<file path="config.mk">
export PLATFORM = sky130hd
export DESIGN_NAME = gffnc_front
export DESIGN_NICKNAME = d
export VERILOG_FILES = /design/src/gffnc_pkg.sv /design/src/gffnc_front.sv
export SDC_FILE = /design/constraint.sdc
export NUM_CORES = 1
export LEC_CHECK = 0
export CAP_MARGIN = 15
export CORE_AREA = 2 2 45 47
export DETAILED_ROUTE_END_ITERATION = 12
export DIE_AREA = 0 0 47 49
export DONT_BUFFER_PORTS = 1
export GPL_TIMING_DRIVEN = 0
export PLACE_DENSITY = 0.52
export SLEW_MARGIN = 20
export SYNTH_ARGS = -nofsm -noshare
export SYNTH_HDL_FRONTEND = slang
export SYNTH_SLANG_ARGS = --single-unit
</file>
<file path="constraint.sdc">
create_clock -name vclk -period 2.1
set_input_delay 0.105 -clock vclk [all_inputs]
set_output_delay 0.105 -clock vclk [all_outputs]
set_load 0.01 [all_outputs]
</file>
<file path="src/gffnc_pkg.sv">
package gffnc_pkg;

    // Default sizes of the graph stores
    localparam int unsigned NODE_CAP_DEF = 1024;
    localparam int unsigned EDGE_CAP_DEF = 8192;

    // Field widths of one request, one result and the node count setting
    localparam int unsigned W_ADDR  = 13;
    localparam int unsigned W_VALUE = 14;
    localparam int unsigned W_NODE  = 10;
    localparam int unsigned W_COLOR = 11;
    localparam int unsigned W_COUNT = 11;

    // Request queue between front and back; depth must stay a power of two
    localparam int unsigned Q_DEPTH = 4;
    localparam int unsigned QAW     = $clog2(Q_DEPTH);
    localparam int unsigned QCW     = $clog2(Q_DEPTH + 1);

    // Forbidden-colour marks: one word of bits per group of colours, tagged
    localparam int unsigned MARK_BITS  = 32;
    localparam int unsigned MARK_SHIFT = 5;
    localparam int unsigned EPOCH_W    = 8;

    typedef enum logic [1:0] {
        OP_LOAD_ROW = 2'd0,
        OP_LOAD_NBR = 2'd1,
        OP_COLOR    = 2'd2,
        OP_CLEAR    = 2'd3
    } t_op;

    typedef struct packed {
        t_op                operation;
        logic [W_ADDR-1:0]  address;
        logic [W_VALUE-1:0] entry_value;
        logic [W_NODE-1:0]  node;
        logic [W_COLOR-1:0] start_color;
    } t_in_item;

    typedef struct packed {
        logic [W_COLOR-1:0] assigned_color;
        logic               found;
    } t_out_item;

    // Work kinds that the front hands to the back
    typedef enum logic [2:0] {
        K_ROW    = 3'd0,
        K_NBR    = 3'd1,
        K_COLOR  = 3'd2,
        K_REJECT = 3'd3,
        K_CLEAR  = 3'd4
    } t_kind;

    typedef struct packed {
        t_kind    kind;
        t_in_item item;
    } t_cmd;

    // Queue head as seen by the back
    typedef struct packed {
        logic valid;
        t_cmd cmd;
    } t_q_head;

endpackage

</file>
<file path="src/gffnc_front.sv">
module gffnc_front
    import gffnc_pkg::*;
#(
    parameter int unsigned NODE_CAP = NODE_CAP_DEF,
    parameter int unsigned EDGE_CAP = EDGE_CAP_DEF
) (
    input  logic                          i_start,
    output logic                          o_busy,
    input  t_in_item                      i_item,
    input  logic [$clog2(NODE_CAP+1)-1:0] i_node_count,
    input  logic                          i_q_full,
    input  logic                          i_init,
    output logic                          o_push,
    output t_cmd                          o_cmd
);

    logic [31:0] addr32;
    logic [31:0] node32;
    logic [31:0] nc32;
    logic        keep;
    logic        accept;

    assign addr32 = 32'(i_item.address);
    assign node32 = 32'(i_item.node);
    assign nc32   = 32'(i_node_count);

    // Hold requests off while the queue is full or the stores are being cleared after reset
    assign o_busy = i_q_full | i_init;
    assign accept = i_start & ~o_busy;

    // Classify the request; drop loads that fall outside the stores
    always_comb begin
        keep        = 1'b1;
        o_cmd.item  = i_item;
        o_cmd.kind  = K_CLEAR;
        unique case (i_item.operation)
            OP_LOAD_ROW: begin
                o_cmd.kind = K_ROW;
                keep       = (addr32 <= NODE_CAP);
            end
            OP_LOAD_NBR: begin
                o_cmd.kind = K_NBR;
                keep       = (addr32 < EDGE_CAP);
            end
            OP_COLOR: begin
                o_cmd.kind = (node32 < nc32) ? K_COLOR : K_REJECT;
            end
            OP_CLEAR: begin
                o_cmd.kind = K_CLEAR;
            end
            default: begin
                keep = 1'b0;
            end
        endcase
    end

    assign o_push = accept & keep;

endmodule

</file>
==> reports/results.env <==
NETLIST_AREA_PRE_PLACE_SQ_UM=676
CLOCK_BUFFER_COUNT=0
AREA.GROWTH.SYNTH_TO_FINAL_PCT=5.00
MOST-COMMON-LAYOUT-CELLS='sky130_fd_sc_hd__buf_4, sky130_fd_sc_hd__inv_1, sky130_fd_sc_hd__ha_1'
TRACK_USAGE_PCT=9.44
MAXIMUM_NUMBER_OF_PINS_ON_ONE_NET_BEFORE_GLOBAL_ROUTE_REPAIR=6
CRITPATHREQUIREDTIME_NS=2.00
SYNTH.TOP_CELLS.BY_AREA='sky130_fd_sc_hd__buf_4, sky130_fd_sc_hd__ha_1, sky130_fd_sc_hd__inv_1'
FIN_AREA_SQ_UM=709
DRIVE_GT1_SHARE_PCT=53.2
I_O_PIN_TOTAL=119
PLACEMENT_ROWS=16
POSTCTSSETUPREPAIRBUFS=0
CP_MAX_FO=2
GRT_SETUP_UNREPAIRED='false'
MIN_PERIOD_OVER_PERIOD_PCT=53.0
MAX_STAGE_DELAY_NS=0.29
DIEWIDTH_UM=47
DETAILEDROUTE.FIRSTPASSITERATIONCOUNT=3
POSTROUTEANTENNANETS=0
END_OF_FLOW_CORE_UTILIZATION_PCT=38.5
LAYOUT.CELLS.MOST_COMMON='sky130_fd_sc_hd__buf_4'
TIMING.CRITICAL_PATH.BUF_INV=1
DIE-AREA_SQ_MM=0.00230
INITIALDRTVIOLATIONCOUNT=1
FINAL-MAX-SLEW-VIOLATION-COUNT=0
VIA_COUNT=556
ROUTED_VIA_COUNT_DIVIDED_BY_CELL_COUNT=4.60
ROUTE.DETAILED.DRC=0
DETAILEDPLACEMENTHPWL_UM=1340
DETAIL_ROUTE.WIRELENGTH_UM=1370
TIMING.SETUP.CRITICAL_PATH_CLASS='in -> out'
WIRE_PER_INST_UM=11.3
PRECTSSETUPSLACK_NS=0.952
SEQ_AREA_FRAC_SYNTH_PCT=0
FIN_TNS_SETUP_NS=0
GRT.OVERFLOW.TOTAL=0
INITIAL_UTILIZATION_PCT=36.7
MAXCLOCKFREQUENCY_MHz=898
TOTAL_NUMBER_OF_YOSYS_WARNINGS=0
CP_NUM_CELLS=6
NETLIST_INSTANCES=94
POST-LAYOUT-TOTAL-POWER_uW=146
SYNTHESIS.AREA_PER_INSTANCE_SQ_UM=7.19
STARTPOINT='i_node_count[2]'
MAXCAPVIOLATIONS=0
DATA_ARRIVAL_AT_THE_ENDPOINT_OF_THE_CRITICAL_PATH_NS=1.01
HOLDCRITPATHCLASS='in -> out'
MAXSLEWHEADROOM_PCT=78.1
FINALWORSTPATHREQUIREDPERIOD_NS=1.11
N_ANTENNA_CELL=0
END_KIND='primary output'
POST_CTS_SIZING=0
CPLARGESTDELAYFAMILY='compound AO/OA/AOI/OAI gates'
CORE_SQ_MM=0.00184
GRT_ANTENNA_BEFORE_REPAIR=0
REGISTER_AREA_SQ_UM=0
PLACE_CONGESTION=0.598
PWR_DENSITY_mW_PER_MM2=206
TIMING_WORST_SLEW_PIN_VALUE_NS=0.334
GRT_PASS1_VIAS=464
TIMING.CRITICAL_PATH.FROM_TYPE='input port'
GRT_PASS1_WL_UM=1730
WORSTPATHCELLLIST='inv_1 -> ha_1 -> nand2_1 -> o21ai_0 -> a31oi_1 -> o221ai_1'
FINAL_HOLD_VIOLATION_COUNT=0
DIE_HT_UM=49
STATUS='finished clean'
YOSYSUNIQUECELLTYPES=20
HOLD_FIX_BUFFERS_CTS=0
LAYOUT.NETS=169
WORST_IR_DROP_VDD_mV=0.0956
P_LEAK_uW=0.000418
CRITICAL_PATH.SLOWEST_CELL='sky130_fd_sc_hd__o221ai_1'
POST-SYNTH-TOP-AREA-FRACTION_PCT=55.6
SETUP_VIOLATIONS=0
SEQ_CELL_COUNT=0
SETUP_WS_NS=0.987
TIMING.CRITICAL_PATH.TO='o_cmd[50]'
SYNTH_AREA_LEADER_CELL='sky130_fd_sc_hd__buf_4'
SYNTH_FP_NETS=167
POST_DP_CELL_AREA_SQ_UM=709
PORT_BUFFERS=0
-- report_power, final --
group          leakage [uW]  internal, uW  total (uW)  switching [uW]
combinational      0.000418          81.0         146            65.2
sequential                0             0           0               0
clock                     0             0           0               0
total              0.000418          81.0         146            65.2
-- metrics by stage --
| stage | hold WS, ns | std cells |
|---|---|---|
| 6_report | 0.265 | 121 |
| 5_1_grt | 0.268 | 121 |
| 4_1_cts | 0.266 | 121 |
| 3_5_place_dp | 0.267 | 121 |
| 3_3_place_gp | 0.268 | 121 |
| 2_1_floorplan | 0.261 | 94 |
-- how the worst min path moves through the flow --
stage | from | to | slack [ns] | depth (start not counted)
floorplan | i_item[48] | o_cmd[51] | 0.26 | 1
CTS | i_item[48] | o_cmd[51] | 0.27 | 1
detailed placement | i_item[48] | o_cmd[51] | 0.27 | 1
finish | i_item[48] | o_cmd[51] | 0.26 | 1
global route | i_item[48] | o_cmd[51] | 0.27 | 1
global placement | i_item[48] | o_cmd[51] | 0.27 | 1
-- cell usage after synthesis (all sizes together), types with 2 or more instances --
cell and n:
nor2b 2, buf 50, ha 9, nor2 3
inv 11, o21ai 3, a211oi 2, nor4 2
-- cells by family (layout without fill, tap and decap cells) --
| family | count (synthesis) | count (layout) | synth area share, % |
|---|---|---|---|
| buffers and inverters | 61 | 61 | 61.7 |
| and+or+nand+nor | 13 | 13 | 10.6 |
| adders and majority gates | 9 | 9 | 16.7 |
| AOI/OAI and AO/OA | 11 | 11 | 11.1 |
-- area by class of cell --
class,count,area [sq um]
Tap cell,27,33.8
Inverter,11,41.3
Buffer,50,375
Multi-Input combinational cell,33,259
Fill cell,208,1130
-- per-layer routing --
layer  up-vias  global-route usage, %  share of wire (%)  wire length [um]
met4         0                      0                  0                 0
li1        258                      -                  -                 -
met3         0                      0                 15               206
met1       230                   9.56                 29               400
met2        68                   20.5                 56               759
met5         -                      0                  0                 0
Note: power is estimated with default switching activity, not from simulation.
