===== src/gffnc_pkg.sv =====
package gffnc_pkg;

    // Default sizes of the graph stores
    localparam int unsigned NODE_CAP_DEF = 1024;
    localparam int unsigned EDGE_CAP_DEF = 8192;

    // Field widths of one request, one result and the node count setting
    localparam int unsigned W_ADDR  = 13;
    localparam int unsigned W_VALUE = 14;
    localparam int unsigned W_NODE  = 10;
    localparam int unsigned W_COLOR = 11;
    localparam int unsigned W_COUNT = 11;

    // Request queue between front and back; depth must stay a power of two
    localparam int unsigned Q_DEPTH = 4;
    localparam int unsigned QAW     = $clog2(Q_DEPTH);
    localparam int unsigned QCW     = $clog2(Q_DEPTH + 1);

    // Forbidden-colour marks: one word of bits per group of colours, tagged
    localparam int unsigned MARK_BITS  = 32;
    localparam int unsigned MARK_SHIFT = 5;
    localparam int unsigned EPOCH_W    = 8;

    typedef enum logic [1:0] {
        OP_LOAD_ROW = 2'd0,
        OP_LOAD_NBR = 2'd1,
        OP_COLOR    = 2'd2,
        OP_CLEAR    = 2'd3
    } t_op;

    typedef struct packed {
        t_op                operation;
        logic [W_ADDR-1:0]  address;
        logic [W_VALUE-1:0] entry_value;
        logic [W_NODE-1:0]  node;
        logic [W_COLOR-1:0] start_color;
    } t_in_item;

    typedef struct packed {
        logic [W_COLOR-1:0] assigned_color;
        logic               found;
    } t_out_item;

    // Work kinds that the front hands to the back
    typedef enum logic [2:0] {
        K_ROW    = 3'd0,
        K_NBR    = 3'd1,
        K_COLOR  = 3'd2,
        K_REJECT = 3'd3,
        K_CLEAR  = 3'd4
    } t_kind;

    typedef struct packed {
        t_kind    kind;
        t_in_item item;
    } t_cmd;

    // Queue head as seen by the back
    typedef struct packed {
        logic valid;
        t_cmd cmd;
    } t_q_head;

endpackage


===== src/gffnc_queue.sv =====
module gffnc_queue
    import gffnc_pkg::*;
(
    input  logic    i_clk,
    input  logic    i_rst_n,
    input  logic    i_push,
    input  t_cmd    i_cmd,
    input  logic    i_pop,
    output t_q_head o_head,
    output logic    o_full
);

    t_cmd           r_mem [Q_DEPTH];
    logic [QAW-1:0] r_wr;
    logic [QAW-1:0] r_rd;
    logic [QCW-1:0] r_cnt;
    logic [QAW-1:0] n_wr;
    logic [QAW-1:0] n_rd;
    logic [QCW-1:0] n_cnt;
    logic           do_push;
    logic           do_pop;

    assign do_push = i_push & (r_cnt != QCW'(Q_DEPTH));
    assign do_pop  = i_pop & (r_cnt != '0);

    // Advance pointers and fill count
    always_comb begin
        n_wr  = do_push ? r_wr + 1'b1 : r_wr;
        n_rd  = do_pop ? r_rd + 1'b1 : r_rd;
        n_cnt = r_cnt;
        if (do_push && !do_pop) begin
            n_cnt = r_cnt + 1'b1;
        end else if (do_pop && !do_push) begin
            n_cnt = r_cnt - 1'b1;
        end
    end

    always_ff @(posedge i_clk) begin
        if (!i_rst_n) begin
            r_wr  <= '0;
            r_rd  <= '0;
            r_cnt <= '0;
        end else begin
            r_wr  <= n_wr;
            r_rd  <= n_rd;
            r_cnt <= n_cnt;
        end
    end

    // Store the request
    always_ff @(posedge i_clk) begin
        if (do_push) begin
            r_mem[r_wr] <= i_cmd;
        end
    end

    assign o_head.valid = (r_cnt != '0);
    assign o_head.cmd   = r_mem[r_rd];
    assign o_full       = (r_cnt == QCW'(Q_DEPTH));

endmodule


===== config.mk =====
export PLATFORM = sky130hd
export DESIGN_NAME = gffnc_queue
export DESIGN_NICKNAME = d
export VERILOG_FILES = /design/src/gffnc_pkg.sv /design/src/gffnc_queue.sv
export SDC_FILE = /design/constraint.sdc
export NUM_CORES = 1
export LEC_CHECK = 0
export BUFFER_PORTS_ARGS = -buffer_cell sky130_fd_sc_hd__buf_4
export CAP_MARGIN = 20
export CORE_MARGIN = 5
export CORE_UTILIZATION = 45
export CTS_BUF_LIST = sky130_fd_sc_hd__clkbuf_4 sky130_fd_sc_hd__clkbuf_8 sky130_fd_sc_hd__clkbuf_16
export CTS_CLUSTER_DIAMETER = 200
export DETAILED_ROUTE_END_ITERATION = 8
export PLACE_DENSITY_LB_ADDON = 0.08
export SYNTH_ARGS = -nofsm -noshare
export SYNTH_HDL_FRONTEND = slang
export SYNTH_SLANG_ARGS = --single-unit
export TNS_END_PERCENT = 5

===== constraint.sdc =====
create_clock -name i_clk -period 2.8 [get_ports i_clk]
set_clock_uncertainty 0.2 [all_clocks]
set_input_delay 0.14 -clock i_clk [delete_from_list [all_inputs] [get_ports i_clk]]
set_output_delay 0.14 -clock i_clk [all_outputs]
set_load 0.03 [all_outputs]

==> impl_metrics.tcl <==
set metrics [dict create \
    synth-seq-area-share 0.800 \
    rsz0062_at_grt "false" \
    min_period_ps 2440 \
    clock_tree.buffer_depth 3 \
    grt_use_met1 0.190 \
    vias 3866 \
    coreArea_mm2 0.0180 \
    areaGrowthSynthToFinish_pct 29.2 \
    cts_sinks 221 \
    place.port_buffers 111 \
    routed_wl_um 15000 \
    ff2ff_path_depth 8 \
    slew_headroom 0.685 \
    htree_num_levels 1 \
    numCtsBuffers 24 \
    dpl_cell_area_mm2 0.00929 \
    viasPerCell 5.08 \
    synth-seq-cells 221 \
    ir_worst_vdd_mv 0.635 \
    dieArea_mm2 0.0210 \
    grt.busiest_layer "met2" \
    synthCells 325 \
    grt_pass1_vias 4222 \
    whs_ps 27.6 \
    setup_viol 0 \
    use_met3 0.0279 \
    root_buffer "clkbuf_16" \
    final_area_mm2 0.0106 \
    place_ws_ps 423 \
    startpoint_type "flop" \
    worstSkewPairLatency_ps 480 \
    nFillCells 1331 \
    worstPathArrival_ps 2100 \
    r2r_end "r_cnt[2]" \
    whs_path_depth 4 \
    die_y_um 145 \
    grt_start_max_net_pins 50 \
    grt_overflow_total 0 \
    dr.pass1.iters 4 \
    maxSlewViolCount 0 \
    post-route-period-util 0.872 \
    drt_iter0_drc 185 \
    mappedNetlistArea_mm2 0.00818 \
    drc 0 \
    cts_setup_buffers 0 \
    dp_hpwl_um 8670 \
    ant_nets 0 \
    tightestPinTransition_ps 472 \
    antenna_found_initial 0 \
    synth.distinct_cells 22 \
    critPathCapture "o_head[37]" \
    powerDensity_mw_per_mm2 939 \
    r2r_start "r_cnt[0]" \
    synth_fp_nets 388 \
    gp_congestion 0.736 \
    cts_tree "built" \
    required_ps 2460 \
    wl_per_cell_um 19.8 \
    rows 49 \
    fmax_mhz 410 \
    setup-tns-final_ps 0 \
    critPathMaxFanout 49 \
    grtUsageMet2 0.251 \
    grt_usage 0.144 \
    layout_setup_ws_ps 359 \
    leakage_uw 0.00364 \
    rrSetupSlack_ps 420 \
    nNetsFinal 578 \
    endpoint_kind "output port" \
    drive_gt1_frac 0.415 \
    grt_pass1_wl_um 23100 \
    final_hold_viol_count 0 \
    antenna_cells 0 \
    cap_violations 0 \
    critPathKind "reg -> out" \
    die_w_um 145 \
    syn_avg_cell_area_um2 25.2 \
    clkTransAtPathRegs_ps 60 \
    start_util 0.456 \
    status "finished, final reports clean" \
    hp-class "in -> reg" \
    io_pins 112 \
    ys_warn_count 0 \
]
==> critical path, cell delays in order, from the launching register on <==
cell and delay (ps):
dfxtp_4 400, buf_12 360, mux4_2 600, buf_4 190
==> metrics by stage <==
step                      utilization  total power [uW]  std cells
after floorplan                     -              6250        325
after global placement          0.517              7120        662
after detailed placement        0.517              7160        662
after CTS                       0.589             10100        761
after global routing            0.589             10400        761
final                           0.589              9940        761
==> sequential cells by signal (all words and copies together) (netlist names), named ones only <==
signal  cells
r_mem     212
r_cnt       3
r_rd        2
r_wr        2
==> synth_stat cells, drive strengths merged <==
library cell  number  share of area
xnor2              3         0.0032
nor3b              1         0.0015
inv                3         0.0014
and2               8         0.0061
dfxtp              9          0.022
nand2              4         0.0018
o31ai              1         0.0015
a21boi             1        0.00092
ha                 5         0.0076
xor2               1         0.0011
nor2b              2         0.0015
o311ai             1         0.0011
buf               12          0.017
clkbuf             2        0.00092
o21ai              1        0.00061
edfxtp           212           0.78
fa                 1         0.0024
or3                2         0.0015
mux2i              3         0.0037
mux4              53           0.15
==> cells by family (layout without fill, tap and decap cells) <==
family / after synthesis / count (layout) / synth area share
adder cells (fa/ha/maj): 6 / 6 / 0.0101
multiplexers: 56 / 56 / 0.150
AND/OR/NAND/NOR: 17 / 17 / 0.0125
buffers and inverters: 17 / 224 / 0.0196
flip-flops: 221 / 221 / 0.800
XOR/XNOR: 4 / 4 / 0.00428
AO/OA/AOI/OAI: 4 / 4 / 0.00413
==> placed cells by master, fill, tap and decap left out, types with 2 or more instances in the layout <==
master         instances
and2_1                 4
and2_2                 4
buf_12                 3
buf_4                119
clkbuf_16             25
clkbuf_4               9
clkinv_1               5
clkinv_2               4
dfxtp_1                7
dlygate4sd3_1         56
edfxtp_1             212
ha_1                   5
inv_1                  3
mux2i_1                3
mux4_2                53
nand2_1                4
nor2b_1                2
or3_1                  2
xnor2_1                3
==> layout make-up <==
type | instances | area (um^2) | area share
Clock buffer | 34 | 693 | 0.0655
Clock inverter | 9 | 38.8 | 0.00367
Inverter | 3 | 11.3 | 0.00106
Multi-Input combinational cell | 87 | 1480 | 0.140
Sequential cell | 221 | 6550 | 0.619
Tap cell | 229 | 287 | 0.0271
Timing Repair Buffer | 178 | 1510 | 0.143
==> worst min-delay path by stage <==
stage / start / endpoint / slack [ps]
2_1_floorplan: i_cmd[0] / r_mem[0][0] / 40
4_1_cts: i_push / r_wr[1] / 9
6_report: i_push / r_wr[1] / 30
3_3_place_gp: i_cmd[49] / r_mem[2][49] / 140
3_5_place_dp: i_cmd[44] / r_mem[2][44] / 140
5_1_grt: i_push / r_wr[1] / 40
==> where the power goes <==
group          switching, uW  internal [uW]  leakage [uW]
clock network           1140           1720      0.000373
registers                126           4020       0.00202
logic                   1640           1290       0.00125
total                   2910           7030       0.00364
==> routing by layer <==
| layer | wire length, um | vias up |
|---|---|---|
| li1 | - | 1755 |
| met1 | 6170 | 2004 |
| met2 | 7830 | 86 |
| met3 | 804 | 21 |
| met4 | 224 | 0 |
| met5 | 0 | - |
==> timing repair <==
item	4_1_cts	5_1_grt
endpoints found under the hold margin	221	0
hold buffers	56	0
resized for setup	0	0
No activity file was read; power rests on OpenSTA's default activity.
